==> src/rtl/core/pulse_energy_meter_top_assert.svh <==
// ---------------------------------------------------------------------------
// pulse energy meter assertion macros
// checks on the pulse energy meter, compiled out with NO_ASSERTIONS
// ---------------------------------------------------------------------------
`ifndef PULSE_ENERGY_METER_TOP_ASSERT_SVH
`define PULSE_ENERGY_METER_TOP_ASSERT_SVH

`ifndef NO_ASSERTIONS

`define PEM_ASSERT_NEXT(name, clk, rst, ante, cons) \
   name: assert property (@(posedge clk) disable iff (rst) (ante) |=> (cons)) \
      else $error("pulse energy meter check failed");

`define PEM_ASSERT_NOW(name, clk, rst, ante, cons) \
   name: assert property (@(posedge clk) disable iff (rst) (ante) |-> (cons)) \
      else $error("pulse energy meter check failed");

`else

`define PEM_ASSERT_NEXT(name, clk, rst, ante, cons)

`define PEM_ASSERT_NOW(name, clk, rst, ante, cons)

`endif

`endif

==> src/rtl/core/pem_pkg.sv <==
// ---------------------------------------------------------------------------
// pem_pkg
// shared constants, register codes and types of the pulse energy meter
// ---------------------------------------------------------------------------
`timescale 1ns / 1ps

package pem_pkg;

   localparam int COUNT_BITS  = 16;
   localparam int DATA_BITS   = 32;
   localparam int ENERGY_BITS = 48;
   localparam int WIDE_BITS   = 64;
   localparam int ADDR_BITS   = 5;
   localparam int NOISE_LIMIT = 2;

   localparam logic [DATA_BITS-1:0] WINDOW_RESET = 32'd1000;

   typedef enum logic [2:0] {
      REG_WINDOW_TICKS      = 3'd0,
      REG_POWER_PER_PULSE   = 3'd1,
      REG_ENERGY_PER_PULSE  = 3'd2,
      REG_CURRENT_PER_PULSE = 3'd3,
      REG_VOLTAGE_PER_PULSE = 3'd4,
      REG_SELECT_PRESENT    = 3'd5
   } reg_index_type;

   typedef struct packed {
      logic [DATA_BITS-1:0] window_ticks;
      logic [DATA_BITS-1:0] power_per_pulse;
      logic [DATA_BITS-1:0] energy_per_pulse;
      logic [DATA_BITS-1:0] current_per_pulse;
      logic [DATA_BITS-1:0] voltage_per_pulse;
      logic                 select_present;
   } cfg_type;

   typedef struct packed {
      logic cur_en;
      logic volt_en;
      logic upd_cur;
      logic upd_volt;
      logic select_level;
      logic settling;
   } ctl_type;

   function automatic logic [DATA_BITS-1:0] sat32(input logic [WIDE_BITS-1:0] v);
      logic [DATA_BITS-1:0] r;
      if (v[WIDE_BITS-1:DATA_BITS] != '0) begin
         r = '1;
      end else begin
         r = v[DATA_BITS-1:0];
      end
      return r;
   endfunction

endpackage

==> src/rtl/core/pem_csr.sv <==
// ---------------------------------------------------------------------------
// pem_csr
// configuration registers behind the bus port
// ---------------------------------------------------------------------------
`timescale 1ns / 1ps

module pem_csr (
   input  logic                              clock,
   input  logic                              reset,
   input  logic                              psel,
   input  logic                              penable,
   input  logic                              pwrite,
   input  logic [pem_pkg::ADDR_BITS-1:0]     paddr,
   input  logic [pem_pkg::DATA_BITS-1:0]     pwdata,
   output logic [pem_pkg::DATA_BITS-1:0]     prdata,
   output logic                              pready,
   output pem_pkg::cfg_type                  cfg
);

   pem_pkg::cfg_type cfg_ff, cfg_in;
   logic [2:0]       reg_sel;
   logic             wr_en;

   assign reg_sel = paddr[pem_pkg::ADDR_BITS-1:2];
   assign wr_en   = psel && penable && pwrite;
   assign pready  = 1'b1;
   assign cfg     = cfg_ff;

   always_comb begin
      cfg_in = cfg_ff;
      if (wr_en) begin
         case (reg_sel)
            pem_pkg::REG_WINDOW_TICKS:      cfg_in.window_ticks      = pwdata;
            pem_pkg::REG_POWER_PER_PULSE:   cfg_in.power_per_pulse   = pwdata;
            pem_pkg::REG_ENERGY_PER_PULSE:  cfg_in.energy_per_pulse  = pwdata;
            pem_pkg::REG_CURRENT_PER_PULSE: cfg_in.current_per_pulse = pwdata;
            pem_pkg::REG_VOLTAGE_PER_PULSE: cfg_in.voltage_per_pulse = pwdata;
            pem_pkg::REG_SELECT_PRESENT:    cfg_in.select_present    = pwdata[0];
            default: ;
         endcase
      end
   end

   always_comb begin
      case (reg_sel)
         pem_pkg::REG_WINDOW_TICKS:      prdata = cfg_ff.window_ticks;
         pem_pkg::REG_POWER_PER_PULSE:   prdata = cfg_ff.power_per_pulse;
         pem_pkg::REG_ENERGY_PER_PULSE:  prdata = cfg_ff.energy_per_pulse;
         pem_pkg::REG_CURRENT_PER_PULSE: prdata = cfg_ff.current_per_pulse;
         pem_pkg::REG_VOLTAGE_PER_PULSE: prdata = cfg_ff.voltage_per_pulse;
         pem_pkg::REG_SELECT_PRESENT:
            prdata = {{(pem_pkg::DATA_BITS-1){1'b0}}, cfg_ff.select_present};
         default:                        prdata = '0;
      endcase
   end

   always_ff @(posedge clock) begin
      if (reset) begin
         cfg_ff.window_ticks      <= pem_pkg::WINDOW_RESET;
         cfg_ff.power_per_pulse   <= '0;
         cfg_ff.energy_per_pulse  <= '0;
         cfg_ff.current_per_pulse <= '0;
         cfg_ff.voltage_per_pulse <= '0;
         cfg_ff.select_present    <= 1'b0;
      end else begin
         cfg_ff <= cfg_in;
      end
   end

endmodule

==> src/rtl/core/pem_window.sv <==
// ---------------------------------------------------------------------------
// pem_window
// pulse counting over a window, channel select sequencing and window snapshot
// ---------------------------------------------------------------------------
`timescale 1ns / 1ps

`include "pulse_energy_meter_top_assert.svh"

module pem_window #(
   parameter int COUNT_BITS = pem_pkg::COUNT_BITS
) (
   input  logic                  clock,
   input  logic                  reset,
   input  pem_pkg::cfg_type      cfg,
   input  logic                  req_valid,
   output logic                  req_stall,
   input  logic                  req_power_edge,
   input  logic                  req_channel_edge,
   input  logic                  s2_free,
   output logic                  s1_valid,
   output logic [COUNT_BITS-1:0] s1_pc,
   output logic [COUNT_BITS-1:0] s1_cc,
   output pem_pkg::ctl_type      s1_ctl
);

   localparam int DB = pem_pkg::DATA_BITS;

   logic [DB-1:0]         tick_ff, tick_in;
   logic [COUNT_BITS-1:0] pcnt_ff, pcnt_in;
   logic [COUNT_BITS-1:0] ccnt_ff, ccnt_in;
   logic                  on_volt_ff, on_volt_in;
   logic                  settle_ff, settle_in;
   logic                  s1_valid_ff, s1_valid_in;
   logic [COUNT_BITS-1:0] s1_pc_ff, s1_pc_in;
   logic [COUNT_BITS-1:0] s1_cc_ff, s1_cc_in;
   pem_pkg::ctl_type      s1_ctl_ff, s1_ctl_in;

   logic [DB-1:0]         win;
   logic [DB-1:0]         tick_inc;
   logic [COUNT_BITS-1:0] pcnt_bump;
   logic [COUNT_BITS-1:0] ccnt_bump;
   logic                  accept;
   logic                  close;
   logic                  s1_adv;
   logic                  cur_en;
   logic                  volt_en;

   assign req_stall = s1_valid_ff && !s2_free;
   assign accept    = req_valid && !req_stall;
   assign s1_adv    = s1_valid_ff && s2_free;
   assign s1_valid  = s1_valid_ff;
   assign s1_pc     = s1_pc_ff;
   assign s1_cc     = s1_cc_ff;
   assign s1_ctl    = s1_ctl_ff;

   assign win     = (cfg.window_ticks == '0) ? DB'(1) : cfg.window_ticks;
   assign cur_en  = (cfg.current_per_pulse != '0);
   assign volt_en = cfg.select_present && (cfg.voltage_per_pulse != '0);

   always_comb begin
      pcnt_bump = pcnt_ff;
      if (req_power_edge && (pcnt_ff != '1)) begin
         pcnt_bump = pcnt_ff + COUNT_BITS'(1);
      end
      ccnt_bump = ccnt_ff;
      if (req_channel_edge && (ccnt_ff != '1)) begin
         ccnt_bump = ccnt_ff + COUNT_BITS'(1);
      end
      tick_inc = (tick_ff == '1) ? tick_ff : tick_ff + DB'(1);
      close    = accept && (tick_inc >= win);
   end

   always_comb begin
      tick_in     = tick_ff;
      pcnt_in     = pcnt_ff;
      ccnt_in     = ccnt_ff;
      on_volt_in  = on_volt_ff;
      settle_in   = settle_ff;
      s1_pc_in    = s1_pc_ff;
      s1_cc_in    = s1_cc_ff;
      s1_ctl_in   = s1_ctl_ff;
      s1_valid_in = s1_adv ? 1'b0 : s1_valid_ff;
      if (close) begin
         tick_in = '0;
         pcnt_in = '0;
         ccnt_in = '0;
         // counts below the noise limit read as zero
         s1_pc_in = (pcnt_bump < COUNT_BITS'(pem_pkg::NOISE_LIMIT)) ? '0 : pcnt_bump;
         s1_cc_in = (ccnt_bump < COUNT_BITS'(pem_pkg::NOISE_LIMIT)) ? '0 : ccnt_bump;
         if (volt_en && cur_en) begin
            if (settle_ff) begin
               settle_in = 1'b0;
            end else begin
               on_volt_in = !on_volt_ff;
               settle_in  = 1'b1;
            end
         end
         s1_ctl_in.cur_en       = cur_en;
         s1_ctl_in.volt_en      = volt_en;
         s1_ctl_in.upd_cur      = !settle_ff && !on_volt_ff && cur_en;
         s1_ctl_in.upd_volt     = !settle_ff && on_volt_ff && (cfg.voltage_per_pulse != '0);
         s1_ctl_in.select_level = on_volt_in;
         s1_ctl_in.settling     = settle_in;
         s1_valid_in            = 1'b1;
      end else if (accept) begin
         tick_in = tick_inc;
         pcnt_in = pcnt_bump;
         ccnt_in = ccnt_bump;
      end
   end

   always_ff @(posedge clock) begin
      if (reset) begin
         tick_ff     <= '0;
         pcnt_ff     <= '0;
         ccnt_ff     <= '0;
         on_volt_ff  <= 1'b0;
         settle_ff   <= 1'b0;
         s1_valid_ff <= 1'b0;
      end else begin
         tick_ff     <= tick_in;
         pcnt_ff     <= pcnt_in;
         ccnt_ff     <= ccnt_in;
         on_volt_ff  <= on_volt_in;
         settle_ff   <= settle_in;
         s1_valid_ff <= s1_valid_in;
      end
   end

   always_ff @(posedge clock) begin
      s1_pc_ff  <= s1_pc_in;
      s1_cc_ff  <= s1_cc_in;
      s1_ctl_ff <= s1_ctl_in;
   end

   `PEM_ASSERT_NEXT(a_close_clears, clock, reset, close, (tick_ff == '0) && (pcnt_ff == '0) && (ccnt_ff == '0))
   `PEM_ASSERT_NOW(a_settle_follows_switch, clock, reset, $rose(settle_ff), on_volt_ff != $past(on_volt_ff))
   `PEM_ASSERT_NOW(a_snapshot_room, clock, reset, close, !s1_valid_ff || s1_adv)

endmodule

==> src/rtl/core/pem_scale.sv <==
// ---------------------------------------------------------------------------
// pem_scale
// multiplies the window counts by the power, energy and channel coefficients
// ---------------------------------------------------------------------------
`timescale 1ns / 1ps

module pem_scale #(
   parameter int COUNT_BITS = pem_pkg::COUNT_BITS
) (
   input  logic                                    clock,
   input  logic                                    reset,
   input  pem_pkg::cfg_type                        cfg,
   input  logic                                    s1_valid,
   input  logic [COUNT_BITS-1:0]                   s1_pc,
   input  logic [COUNT_BITS-1:0]                   s1_cc,
   input  pem_pkg::ctl_type                        s1_ctl,
   input  logic                                    out_free,
   output logic                                    s2_free,
   output logic                                    s2_valid,
   output logic [COUNT_BITS+pem_pkg::DATA_BITS-1:0] s2_pprod,
   output logic [COUNT_BITS+pem_pkg::DATA_BITS-1:0] s2_eprod,
   output logic [COUNT_BITS+pem_pkg::DATA_BITS-1:0] s2_cprod,
   output pem_pkg::ctl_type                        s2_ctl
);

   localparam int PB = COUNT_BITS + pem_pkg::DATA_BITS;

   logic                         s2_valid_ff, s2_valid_in;
   logic [PB-1:0]                pprod_ff, pprod_in;
   logic [PB-1:0]                eprod_ff, eprod_in;
   logic [PB-1:0]                cprod_ff, cprod_in;
   pem_pkg::ctl_type             ctl_ff, ctl_in;
   logic [pem_pkg::DATA_BITS-1:0] chan_coef;
   logic                         load;

   assign s2_free   = !s2_valid_ff || out_free;
   assign load      = s1_valid && s2_free;
   assign chan_coef = s1_ctl.upd_volt ? cfg.voltage_per_pulse : cfg.current_per_pulse;

   always_comb begin
      pprod_in    = pprod_ff;
      eprod_in    = eprod_ff;
      cprod_in    = cprod_ff;
      ctl_in      = ctl_ff;
      s2_valid_in = (s2_valid_ff && !out_free) ? 1'b1 : 1'b0;
      if (load) begin
         pprod_in    = PB'(s1_pc) * PB'(cfg.power_per_pulse);
         eprod_in    = PB'(s1_pc) * PB'(cfg.energy_per_pulse);
         cprod_in    = PB'(s1_cc) * PB'(chan_coef);
         ctl_in      = s1_ctl;
         s2_valid_in = 1'b1;
      end
   end

   always_ff @(posedge clock) begin
      if (reset) begin
         s2_valid_ff <= 1'b0;
      end else begin
         s2_valid_ff <= s2_valid_in;
      end
   end

   always_ff @(posedge clock) begin
      pprod_ff <= pprod_in;
      eprod_ff <= eprod_in;
      cprod_ff <= cprod_in;
      ctl_ff   <= ctl_in;
   end

   assign s2_valid = s2_valid_ff;
   assign s2_pprod = pprod_ff;
   assign s2_eprod = eprod_ff;
   assign s2_cprod = cprod_ff;
   assign s2_ctl   = ctl_ff;

endmodule

==> src/rtl/core/pem_result.sv <==
// ---------------------------------------------------------------------------
// pem_result
// saturation, energy accumulation, readings and the result register
// ---------------------------------------------------------------------------
`timescale 1ns / 1ps

`include "pulse_energy_meter_top_assert.svh"

module pem_result #(
   parameter int COUNT_BITS = pem_pkg::COUNT_BITS
) (
   input  logic                                     clock,
   input  logic                                     reset,
   input  logic                                     s2_valid,
   input  logic [COUNT_BITS+pem_pkg::DATA_BITS-1:0] s2_pprod,
   input  logic [COUNT_BITS+pem_pkg::DATA_BITS-1:0] s2_eprod,
   input  logic [COUNT_BITS+pem_pkg::DATA_BITS-1:0] s2_cprod,
   input  pem_pkg::ctl_type                         s2_ctl,
   output logic                                     out_free,
   output logic                                     rsp_valid,
   input  logic                                     rsp_stall,
   output logic [pem_pkg::DATA_BITS-1:0]            rsp_power_value,
   output logic [pem_pkg::ENERGY_BITS-1:0]          rsp_energy_value,
   output logic [pem_pkg::DATA_BITS-1:0]            rsp_current_value,
   output logic [pem_pkg::DATA_BITS-1:0]            rsp_voltage_value,
   output logic                                     rsp_current_valid,
   output logic                                     rsp_voltage_valid,
   output logic                                     rsp_select_level,
   output logic                                     rsp_settling
);

   localparam int WB = pem_pkg::WIDE_BITS;
   localparam int EB = pem_pkg::ENERGY_BITS;
   localparam int DB = pem_pkg::DATA_BITS;

   logic          valid_ff, valid_in;
   logic [DB-1:0] power_ff, power_in;
   logic [EB-1:0] energy_ff, energy_in;
   logic [DB-1:0] current_ff, current_in;
   logic [DB-1:0] voltage_ff, voltage_in;
   pem_pkg::ctl_type ctl_ff, ctl_in;

   logic          load;
   logic [WB-1:0] e_wide;
   logic [EB:0]   e_sum;
   logic [DB-1:0] chan_sat;

   assign out_free = !valid_ff || !rsp_stall;
   assign load     = s2_valid && out_free;
   assign e_wide   = WB'(s2_eprod);
   assign e_sum    = {1'b0, energy_ff} + {1'b0, e_wide[EB-1:0]};
   assign chan_sat = pem_pkg::sat32(WB'(s2_cprod));

   always_comb begin
      power_in   = power_ff;
      energy_in  = energy_ff;
      current_in = current_ff;
      voltage_in = voltage_ff;
      ctl_in     = ctl_ff;
      valid_in   = out_free ? 1'b0 : valid_ff;
      if (load) begin
         power_in = pem_pkg::sat32(WB'(s2_pprod));
         if ((e_wide[WB-1:EB] != '0) || e_sum[EB]) begin
            energy_in = '1;
         end else begin
            energy_in = e_sum[EB-1:0];
         end
         if (s2_ctl.upd_cur) begin
            current_in = chan_sat;
         end
         if (s2_ctl.upd_volt) begin
            voltage_in = chan_sat;
         end
         ctl_in   = s2_ctl;
         valid_in = 1'b1;
      end
   end

   always_ff @(posedge clock) begin
      if (reset) begin
         valid_ff   <= 1'b0;
         power_ff   <= '0;
         energy_ff  <= '0;
         current_ff <= '0;
         voltage_ff <= '0;
         ctl_ff     <= '0;
      end else begin
         valid_ff   <= valid_in;
         power_ff   <= power_in;
         energy_ff  <= energy_in;
         current_ff <= current_in;
         voltage_ff <= voltage_in;
         ctl_ff     <= ctl_in;
      end
   end

   assign rsp_valid         = valid_ff;
   assign rsp_power_value   = power_ff;
   assign rsp_energy_value  = energy_ff;
   assign rsp_current_value = current_ff;
   assign rsp_voltage_value = voltage_ff;
   assign rsp_current_valid = ctl_ff.cur_en;
   assign rsp_voltage_valid = ctl_ff.volt_en;
   assign rsp_select_level  = ctl_ff.select_level;
   assign rsp_settling      = ctl_ff.settling;

   `PEM_ASSERT_NEXT(a_energy_never_drops, clock, reset, 1'b1, energy_ff >= $past(energy_ff))
   `PEM_ASSERT_NOW(a_one_reading_updated, clock, reset, s2_valid, !(s2_ctl.upd_cur && s2_ctl.upd_volt))

endmodule

==> src/rtl/core/pulse_energy_meter_top.sv <==
// ---------------------------------------------------------------------------
// pulse_energy_meter_top
// pulse-output energy meter with current/voltage channel select
// ---------------------------------------------------------------------------
// Each request beat is one tick of edge flags for the power and the
// current/voltage pulse lines; one beat is taken every clock cycle unless
// req_stall is high. Pulses are counted over window_ticks ticks (zero acts as
// one); only the beat closing a window yields a response beat, through a count
// stage, a multiply stage and the result register. Power, energy and readings
// saturate; the select output alternates between current and voltage with a
// settle window after each switch once both are calibrated. The user must write
// registers only while no window result is pending; this is not enforced.
`timescale 1ns / 1ps

module pulse_energy_meter_top #(
   parameter int COUNT_BITS = pem_pkg::COUNT_BITS
) (
   input  logic                               clock,
   input  logic                               reset,
   input  logic                               psel,
   input  logic                               penable,
   input  logic                               pwrite,
   input  logic [pem_pkg::ADDR_BITS-1:0]      paddr,
   input  logic [pem_pkg::DATA_BITS-1:0]      pwdata,
   output logic [pem_pkg::DATA_BITS-1:0]      prdata,
   output logic                               pready,
   input  logic                               req_valid,
   output logic                               req_stall,
   input  logic                               req_power_edge,
   input  logic                               req_channel_edge,
   output logic                               rsp_valid,
   input  logic                               rsp_stall,
   output logic [pem_pkg::DATA_BITS-1:0]      rsp_power_value,
   output logic [pem_pkg::ENERGY_BITS-1:0]    rsp_energy_value,
   output logic [pem_pkg::DATA_BITS-1:0]      rsp_current_value,
   output logic [pem_pkg::DATA_BITS-1:0]      rsp_voltage_value,
   output logic                               rsp_current_valid,
   output logic                               rsp_voltage_valid,
   output logic                               rsp_select_level,
   output logic                               rsp_settling
);

   localparam int PB = COUNT_BITS + pem_pkg::DATA_BITS;

   pem_pkg::cfg_type      cfg;
   logic                  s1_valid;
   logic [COUNT_BITS-1:0] s1_pc;
   logic [COUNT_BITS-1:0] s1_cc;
   pem_pkg::ctl_type      s1_ctl;
   logic                  s2_free;
   logic                  s2_valid;
   logic [PB-1:0]         s2_pprod;
   logic [PB-1:0]         s2_eprod;
   logic [PB-1:0]         s2_cprod;
   pem_pkg::ctl_type      s2_ctl;
   logic                  out_free;

   pem_csr u_csr (
      .clock   (clock),
      .reset   (reset),
      .psel    (psel),
      .penable (penable),
      .pwrite  (pwrite),
      .paddr   (paddr),
      .pwdata  (pwdata),
      .prdata  (prdata),
      .pready  (pready),
      .cfg     (cfg)
   );

   pem_window #(.COUNT_BITS(COUNT_BITS)) u_window (
      .clock            (clock),
      .reset            (reset),
      .cfg              (cfg),
      .req_valid        (req_valid),
      .req_stall        (req_stall),
      .req_power_edge   (req_power_edge),
      .req_channel_edge (req_channel_edge),
      .s2_free          (s2_free),
      .s1_valid         (s1_valid),
      .s1_pc            (s1_pc),
      .s1_cc            (s1_cc),
      .s1_ctl           (s1_ctl)
   );

   pem_scale #(.COUNT_BITS(COUNT_BITS)) u_scale (
      .clock    (clock),
      .reset    (reset),
      .cfg      (cfg),
      .s1_valid (s1_valid),
      .s1_pc    (s1_pc),
      .s1_cc    (s1_cc),
      .s1_ctl   (s1_ctl),
      .out_free (out_free),
      .s2_free  (s2_free),
      .s2_valid (s2_valid),
      .s2_pprod (s2_pprod),
      .s2_eprod (s2_eprod),
      .s2_cprod (s2_cprod),
      .s2_ctl   (s2_ctl)
   );

   pem_result #(.COUNT_BITS(COUNT_BITS)) u_result (
      .clock             (clock),
      .reset             (reset),
      .s2_valid          (s2_valid),
      .s2_pprod          (s2_pprod),
      .s2_eprod          (s2_eprod),
      .s2_cprod          (s2_cprod),
      .s2_ctl            (s2_ctl),
      .out_free          (out_free),
      .rsp_valid         (rsp_valid),
      .rsp_stall         (rsp_stall),
      .rsp_power_value   (rsp_power_value),
      .rsp_energy_value  (rsp_energy_value),
      .rsp_current_value (rsp_current_value),
      .rsp_voltage_value (rsp_voltage_value),
      .rsp_current_valid (rsp_current_valid),
      .rsp_voltage_valid (rsp_voltage_valid),
      .rsp_select_level  (rsp_select_level),
      .rsp_settling      (rsp_settling)
   );

endmodule

==> config.mk <==
export PLATFORM = sky130hd
export DESIGN_NAME = pulse_energy_meter_top
export DESIGN_NICKNAME = d
export VERILOG_FILES = /design/src/rtl/core/pem_pkg.sv /design/src/rtl/core/pem_csr.sv /design/src/rtl/core/pem_window.sv /design/src/rtl/core/pem_scale.sv /design/src/rtl/core/pem_result.sv /design/src/rtl/core/pulse_energy_meter_top.sv
export VERILOG_INCLUDE_DIRS = /design/src /design/src/rtl/core
export SDC_FILE = /design/constraint.sdc
export NUM_CORES = 2
export LEC_CHECK = 0
export BUFFER_PORTS_ARGS = -buffer_cell sky130_fd_sc_hd__buf_2
export CAP_MARGIN = 20
export CORE_MARGIN = 1.5
export CORE_UTILIZATION = 50
export CTS_CLUSTER_DIAMETER = 30
export CTS_CLUSTER_SIZE = 16
export DETAILED_ROUTE_END_ITERATION = 12
export PLACE_DENSITY = 0.74
export SYNTH_ARGS = -nofsm -noshare
export SYNTH_HDL_FRONTEND = slang
export SYNTH_SLANG_ARGS = --single-unit
export TNS_END_PERCENT = 1
==> constraint.sdc <==
create_clock -name clock -period 17.57 [get_ports clock]
set_input_delay 0 -clock clock [delete_from_list [all_inputs] [get_ports clock]]
set_output_delay 0 -clock clock [all_outputs]
set_load 0.02 [all_outputs]
# Word-level counts from Yosys, hierarchy flattened
# Cells that the tools add are included.
dict set report word_totals {
  output_inout_bits 183
  input_bits 46
  reg_bits 566
}
dict set report classes {
  n_mux 19
  order_cmp 3
  reduce_logical 43
  multipliers 3
  n_eq_ne 8
  add_sub_neg 4
}
# cell n
set op_table {}
lappend op_table {{$pmux 32 s6} 1}
lappend op_table {{$mux 32} 5}
lappend op_table {{$mul 16x32->48} 3}
lappend op_table {{$reduce_bool 32->1} 2}
lappend op_table {{$add 48x48->49} 1}
lappend op_table {{$mux 48} 1}
lappend op_table {{$add 16x1->16 const B} 2}
lappend op_table {{$add 32x1->32 const B} 1}
lappend op_table {{$eq 32x32->1 const B} 1}
lappend op_table {{$ge 32x32->1} 1}
lappend op_table {{$logic_not 32->1} 1}
lappend op_table {{$lt 16x2->1 const B} 2}
lappend op_table {{$mux 16} 2}
lappend op_table {{$ne 16x16->1 const B} 2}
lappend op_table {{$reduce_bool 16->1} 2}
lappend op_table {{$logic_and 1x1->1} 16}
lappend op_table {{$reduce_and 2->1} 8}
lappend op_table {{$mux 1} 10}
lappend op_table {{$logic_not 1->1} 8}
lappend op_table {{$eq 3x2->1 const B} 2}
lappend op_table {{$eq 3x3->1 const B} 2}
lappend op_table {{$reduce_bool 2->1} 2}
lappend op_table {{$eq 3x1->1 const B} 1}
lappend op_table {{$logic_not 3->1} 1}
lappend op_table {{2 further kinds} 3}

# Longest topological paths before layout
dict set report depth {
  depth_word 9
  mapped_depth 28
  ltp_nobuf 24
}

# Hierarchy
# Synthesis repeated with hierarchy kept, for this count alone.
dict set report hier_totals {
  cells_unflattened 8365
  area_unflattened_um2 75294.7
}
# module area_per_inst_um2 cells_per_inst n_inst seq_area_each_um2
set modules_own_cells {}
lappend modules_own_cells {pem_scale 52965.8 5839 1 4524.3}
lappend modules_own_cells {pem_result 7790.0 969 1 2982.9}
lappend modules_own_cells {pem_csr 7678.6 748 1 3223.1}
lappend modules_own_cells {pem_window 6860.3 809 1 2482.4}

# Least setup slack after synthesis
# Ideal clock, no wire load.
dict set report synth_path {
  kind {register to register}
  start {reg u_result.valid_ff (netlist: u_result.rsp_valid)}
  end {reg u_scale.cprod_ff[0] (netlist: u_scale.s2_cprod[0]) (enable)}
  path_slack_ps 9671
  path_stages_with_launch 3
  setup_ps 680
  t_arrival_ps 7220
  path_buffers 0
  path_cell_list {dfxtp_1 > and3_1 > nor2b_1}
}
dict set report synth_between {
  elab_chain_len 4
}
# item line
set synth_rtl {}
lappend synth_rtl {{start: declaration} pem_result.sv:36} ;# logic valid_ff, valid_in;
lappend synth_rtl {{start signal: assignment} pem_result.sv:88} ;# valid_ff <= valid_in;
lappend synth_rtl {{$logic_not 1->1} pem_result.sv:48} ;# assign out_free = !valid_ff || !rsp_stall;
lappend synth_rtl {{$logic_or 1x1->1} pem_result.sv:48}
lappend synth_rtl {{$logic_or 1x1->1} pem_scale.sv:36} ;# assign s2_free = !s2_valid_ff || out_free;
lappend synth_rtl {{$logic_and 1x1->1} pem_scale.sv:37} ;# assign load = s1_valid && s2_free;
lappend synth_rtl {{via u_scale.load} pem_scale.sv:34} ;# logic load;
lappend synth_rtl {{end signal: assignment} pem_scale.sv:66} ;# cprod_ff <= cprod_in;
lappend synth_rtl {{end: declaration} pem_scale.sv:31} ;# logic [PB-1:0] cprod_ff, cprod_in;
# The timed path passes the listed nets, and every way through them passes these cells.
# A chain may end at the register's enable or synchronous reset.

# Worst setup path in the final report
dict set report layout_path {
  start {reg u_window.s1_pc_ff[8] (netlist: u_window.s1_pc[8])}
  end {reg u_scale.pprod_ff[41] (netlist: u_scale.s2_pprod[41]), data pin}
}
dict set report layout_between {
  elab_chain_len 1
}
# item line
set layout_rtl {}
lappend layout_rtl {{start: declaration} pem_window.sv:34} ;# logic [COUNT_BITS-1:0] s1_pc_ff, s1_pc_in;
lappend layout_rtl {{start signal: assignment} pem_window.sv:131} ;# s1_pc_ff <= s1_pc_in;
lappend layout_rtl {{$mul 16x32->48} pem_scale.sv:47} ;# pprod_in = PB'(s1_pc) * PB'(cfg.power_per_pulse);
lappend layout_rtl {{end signal: assignment} pem_scale.sv:64} ;# pprod_ff <= pprod_in;
lappend layout_rtl {{end: declaration} pem_scale.sv:29} ;# logic [PB-1:0] pprod_ff, pprod_in;
# No other way between the ends.

==> flow_metrics.py <==
metrics = {
    "status": {
        "outcome": "complete, no violations",
    },
    "drt": {
        "vias": 59080,
        "drc": 0,
        "via_per_inst": 5.624,
        "ant_nets": 0,
        "first_pass_iters": 6,
        "highest_layer": "met5",
        "wl_met2_um": 98140,
        "dr_wl_met3_um": 18950,
        "drt-total-wl_um": 206700,
        "drt_iter0_drc": 4804,
        "avgRoutedWirePerCell_um": 19.68,
        "drt-met1-wl_um": 79400,
    },
    "setup_path": {
        "r2r-start": "u_window.s1_pc[8]",
        "cp_max_fo": 54,
        "cp-end-kind": "register",
        "path_class": "register to register",
        "worstPathRequired_ns": 18.08,
        "rrSetupSlack_ns": 9.44,
        "r2r_end": "u_scale.s2_pprod[41]",
        "start_kind": "register",
        "arrival_ns": 8.64,
        "ff2ff_path_depth": 23,
    },
    "synthesis": {
        "synth_xor_area_frac": 0.03508,
        "synthSimpleGateAreaFrac": 0.1774,
        "synth_cells": 8443,
        "synth_top_family_by_area": "adder cells",
        "synth-seq-cells": 566,
        "yosysWarnings": 0,
        "yosys.area.top_type_share": 0.3388,
        "synth_edf_count": 188,
        "synth_nets": 10190,
        "synth_ff_type": "dfxtp_1",
        "synth-async-reset-ratio": 0,
        "yosys.area.top_type": "fa_1",
        "netlist_area_sq_mm": 0.07416,
        "postSynthAreaPerCell_sq_um": 8.783,
        "yosysSeqAreaShare": 0.1782,
        "synth_compound_area_frac": 0.08357,
        "synth_fa_ha_area_frac": 0.4139,
        "synthTopCellsByArea": "fa_1 (34%), dfxtp_1 (10%), edfxtp_1 (7.6%)",
        "yosys.cell_types.count": 91,
        "muxShareOfSynthArea": 0.01213,
    },
    "hold_path": {
        "hold_depth": 4,
        "hold_end": "u_result.rsp_valid",
        "hold_path_class": "input pin to register",
        "hp-start": "rsp_stall",
    },
    "pwr": {
        "power_frac_seq": 0.322,
        "internal-power_mw": 3.179,
        "p_clk_frac": 0.621,
        "ir_drop_mv": 0.09720,
        "leakagePower_nw": 38.48,
        "p_comb_frac": 0.057,
        "power_density_mw_per_mm2": 51.74,
        "power.switching_mw": 1.062,
        "p_sw_frac": 0.2504,
    },
    "layout": {
        "layout.nets": 10210,
        "design_area_sq_mm": 0.08196,
        "areaGrowthSynthToFinish_pct": 10.52,
        "drive_gt1_frac": 0.07581,
        "post-route-util": 0.5557,
        "ff_latch_area_sq_mm": 0.01321,
        "nFillCells": 12950,
        "multi_input_area_sq_mm": 0.05359,
    },
    "timing": {
        "setup_tns_ns": 0,
        "layout_setup_ws_ns": 9.441,
        "min_period_ns": 8.129,
        "period_share": 0.4627,
        "setup_viol": 0,
        "rsz0062_at_grt": "no",
        "fin_skew_ns": 0.07990,
        "relSlewSlack": 0.1828,
        "slew_violations": 0,
        "max_freq_mhz": 123.0,
        "worst_slew_pin_slew_ns": 1.223,
        "worst_hold_slack_ns": 0.08120,
        "finalHoldViolCount": 0,
    },
    "die": {
        "die_w_um": 388.1,
        "die_area_sq_mm": 0.1506,
        "coreArea_sq_mm": 0.1475,
        "core.rowCount": 141,
        "initial_core_util": 0.5028,
        "num_io_pins": 229,
        "dieHeight_um": 388.1,
    },
    "clocking": {
        "cts_tree": "done",
        "clock-sinks": 566,
        "cts_max_level": 4,
        "clk_path_buf_depth": 3,
        "post_cts_buffers": 0,
        "numCtsBuffers": 134,
        "clock_latency_ns": 0.80,
        "clkSlewWorstSetupHoldPaths_ns": 0.04,
        "clockRootBuffer": "clkbuf_16",
    },
    "placed_design": {
        "gp_congestion": 0.9665,
        "placed_area_sq_mm": 0.07660,
        "io_buffers": 225,
        "post-place-ws_ns": 9.616,
        "hpwl_um": 153000,
    },
    "grt": {
        "grt_use_total": 0.2793,
        "grt_pass1_vias": 62970,
        "antenna_found_initial": 7,
        "grt_max_degree": 143,
        "grt_pass1_wl_um": 333500,
        "overflow": 0,
    },
    "job": {
        "maxCapViolations": 0,
    },
}
==> registers in the layout, indices dropped and copies added (netlist names), 32 cells and up <==
name / cells
u_csr.cfg: 161
u_scale.s2_eprod: 48
u_result.rsp_power_value: 32
u_result.rsp_voltage_value: 32
u_result.rsp_current_value: 32
u_result.rsp_energy_value: 48
u_scale.s2_cprod: 48
u_scale.s2_pprod: 48
u_window.tick_ff: 32
==> cell type report <==
cell class                 count  share of cell area
timing repair buffer         369             0.02861
multi-input combinational   5922              0.6538
clock inverter                90             0.01502
clock buffer                 158             0.04456
inverter                    1469             0.06728
antenna                        1          0.00003053
tap                         1930             0.02946
sequential                   566              0.1612
==> placed cells by master (no fill, tap or decap), drive strengths merged, types with 26 or more instances in the layout <==
cell type    count
o22ai           26
nand4           58
buf            323
and2           581
nand3           79
dlygate4sd3     46
nor3            75
nor2b           30
nor2           448
mux2i           46
nand2         1475
inv           1481
xnor2          165
o21ai          115
clkinv          48
xor2           132
and3            32
a21oi          363
fa            1255
a21o           120
edfxtp         188
a211oi         132
dfxtp          378
ha             445
nor4            36
o21bai          28
mux2            35
clkbuf         158
==> worst max-delay path by stage <==
stage	start	endpoint	slack, ns	cells past startpoint
after floorplan	u_result.rsp_valid	u_scale.s2_cprod[0]	9.67	2
after detailed placement	u_window.s1_ctl[2]	u_scale.s2_cprod[46]	9.62	24
after global routing	u_window.s1_pc[8]	u_scale.s2_pprod[41]	9.09	23
after global placement	u_window.s1_ctl[2]	u_scale.s2_cprod[46]	9.78	24
after CTS	u_window.s1_ctl[2]	u_scale.s2_cprod[46]	9.57	24
final	u_window.s1_pc[8]	u_scale.s2_pprod[41]	9.44	23
==> power groups by stage <==
stage                     combinational (mW)  sequential (mW)  clock, mW
final                                  0.242             1.37       2.63
after global routing                   0.267             1.37       2.73
after global placement                 0.223             1.39          0
after CTS                              0.239             1.37       2.66
after floorplan                        0.160             1.38          0
after detailed placement               0.229             1.39          0
==> cells in the mapped netlist, types with 5 or more instances <==
master     instances
a211oi_2          23
o22ai_1           26
a221oi_1           5
dfxtp_1          378
nor4_1            36
a22oi_1           20
o221ai_1           9
mux2i_1           46
o21a_1            21
or3_1             10
buf_1             14
o31ai_1           18
o21bai_1          27
nand2_1         1475
or2_2             10
o211ai_1          11
and4_1             8
and3_1            32
nand3_1           78
a211oi_1         109
buf_2             17
xor2_1           132
nand2b_1          25
a31oi_1           24
nand4_1           57
a21boi_0           5
mux2_2            35
a21o_1           120
fa_1            1255
edfxtp_1         188
nor3_1            75
ha_1             445
and2_1           579
clkbuf_1         447
o21ai_1           10
xnor2_1          165
a211o_1            8
nor2b_1           30
inv_1           1469
nor2_1           447
o21ai_0          102
a2111oi_0          5
a21oi_1          362
==> layer usage <==
layer,track usage,vias up
met5,0,-
met4,0.1357,10
met3,0.06255,601
met2,0.4596,2640
met1,0.3476,29700
li1,-,26130
==> critical path, cell delays in order, from the launching register on <==
cell      delay [ns]
edfxtp_1        0.68
buf_4           0.74
nand2_1         0.18
fa_1            0.56
inv_1           0.05
fa_1            0.50
inv_1           0.06
fa_1            0.54
inv_1           0.05
fa_1            0.47
fa_1            0.52
inv_1           0.05
fa_1            0.47
inv_1           0.04
ha_1            0.38
nand2_1         0.07
o21ai_0         0.31
a31oi_1         0.16
o21ai_0         0.41
o211ai_1        0.32
o31ai_1         0.61
a21boi_0        0.27
o21ai_0         0.24
xor2_1          0.10
==> cell families (layout without fill, tap and decap cells) <==
group,Yosys count,in the layout
flops,566,566
fa+ha+maj,1700,1700
mux,83,83
xor+xnor,297,297
compound gates,954,954
simple gates,2887,2887
other cells,1,2
buf+inv,1955,2086
==> per-stage QoR <==
| step | total power [mW] | std cells |
|---|---|---|
| CTS | 4.266 | 10500 |
| detailed placement | 1.619 | 10210 |
| floorplan | 1.544 | 8443 |
| global route | 4.359 | 10500 |
| global placement | 1.613 | 10210 |
| finish | 4.240 | 10510 |
==> timing repair <==
action                                 in CTS  in global routing
endpoints found under the hold margin     230                  0
hold buffers                               46                  0
setup endpoints to repair                   0                  0
gates resized for setup                     0                  0
(Power assumes the default switching activity.)
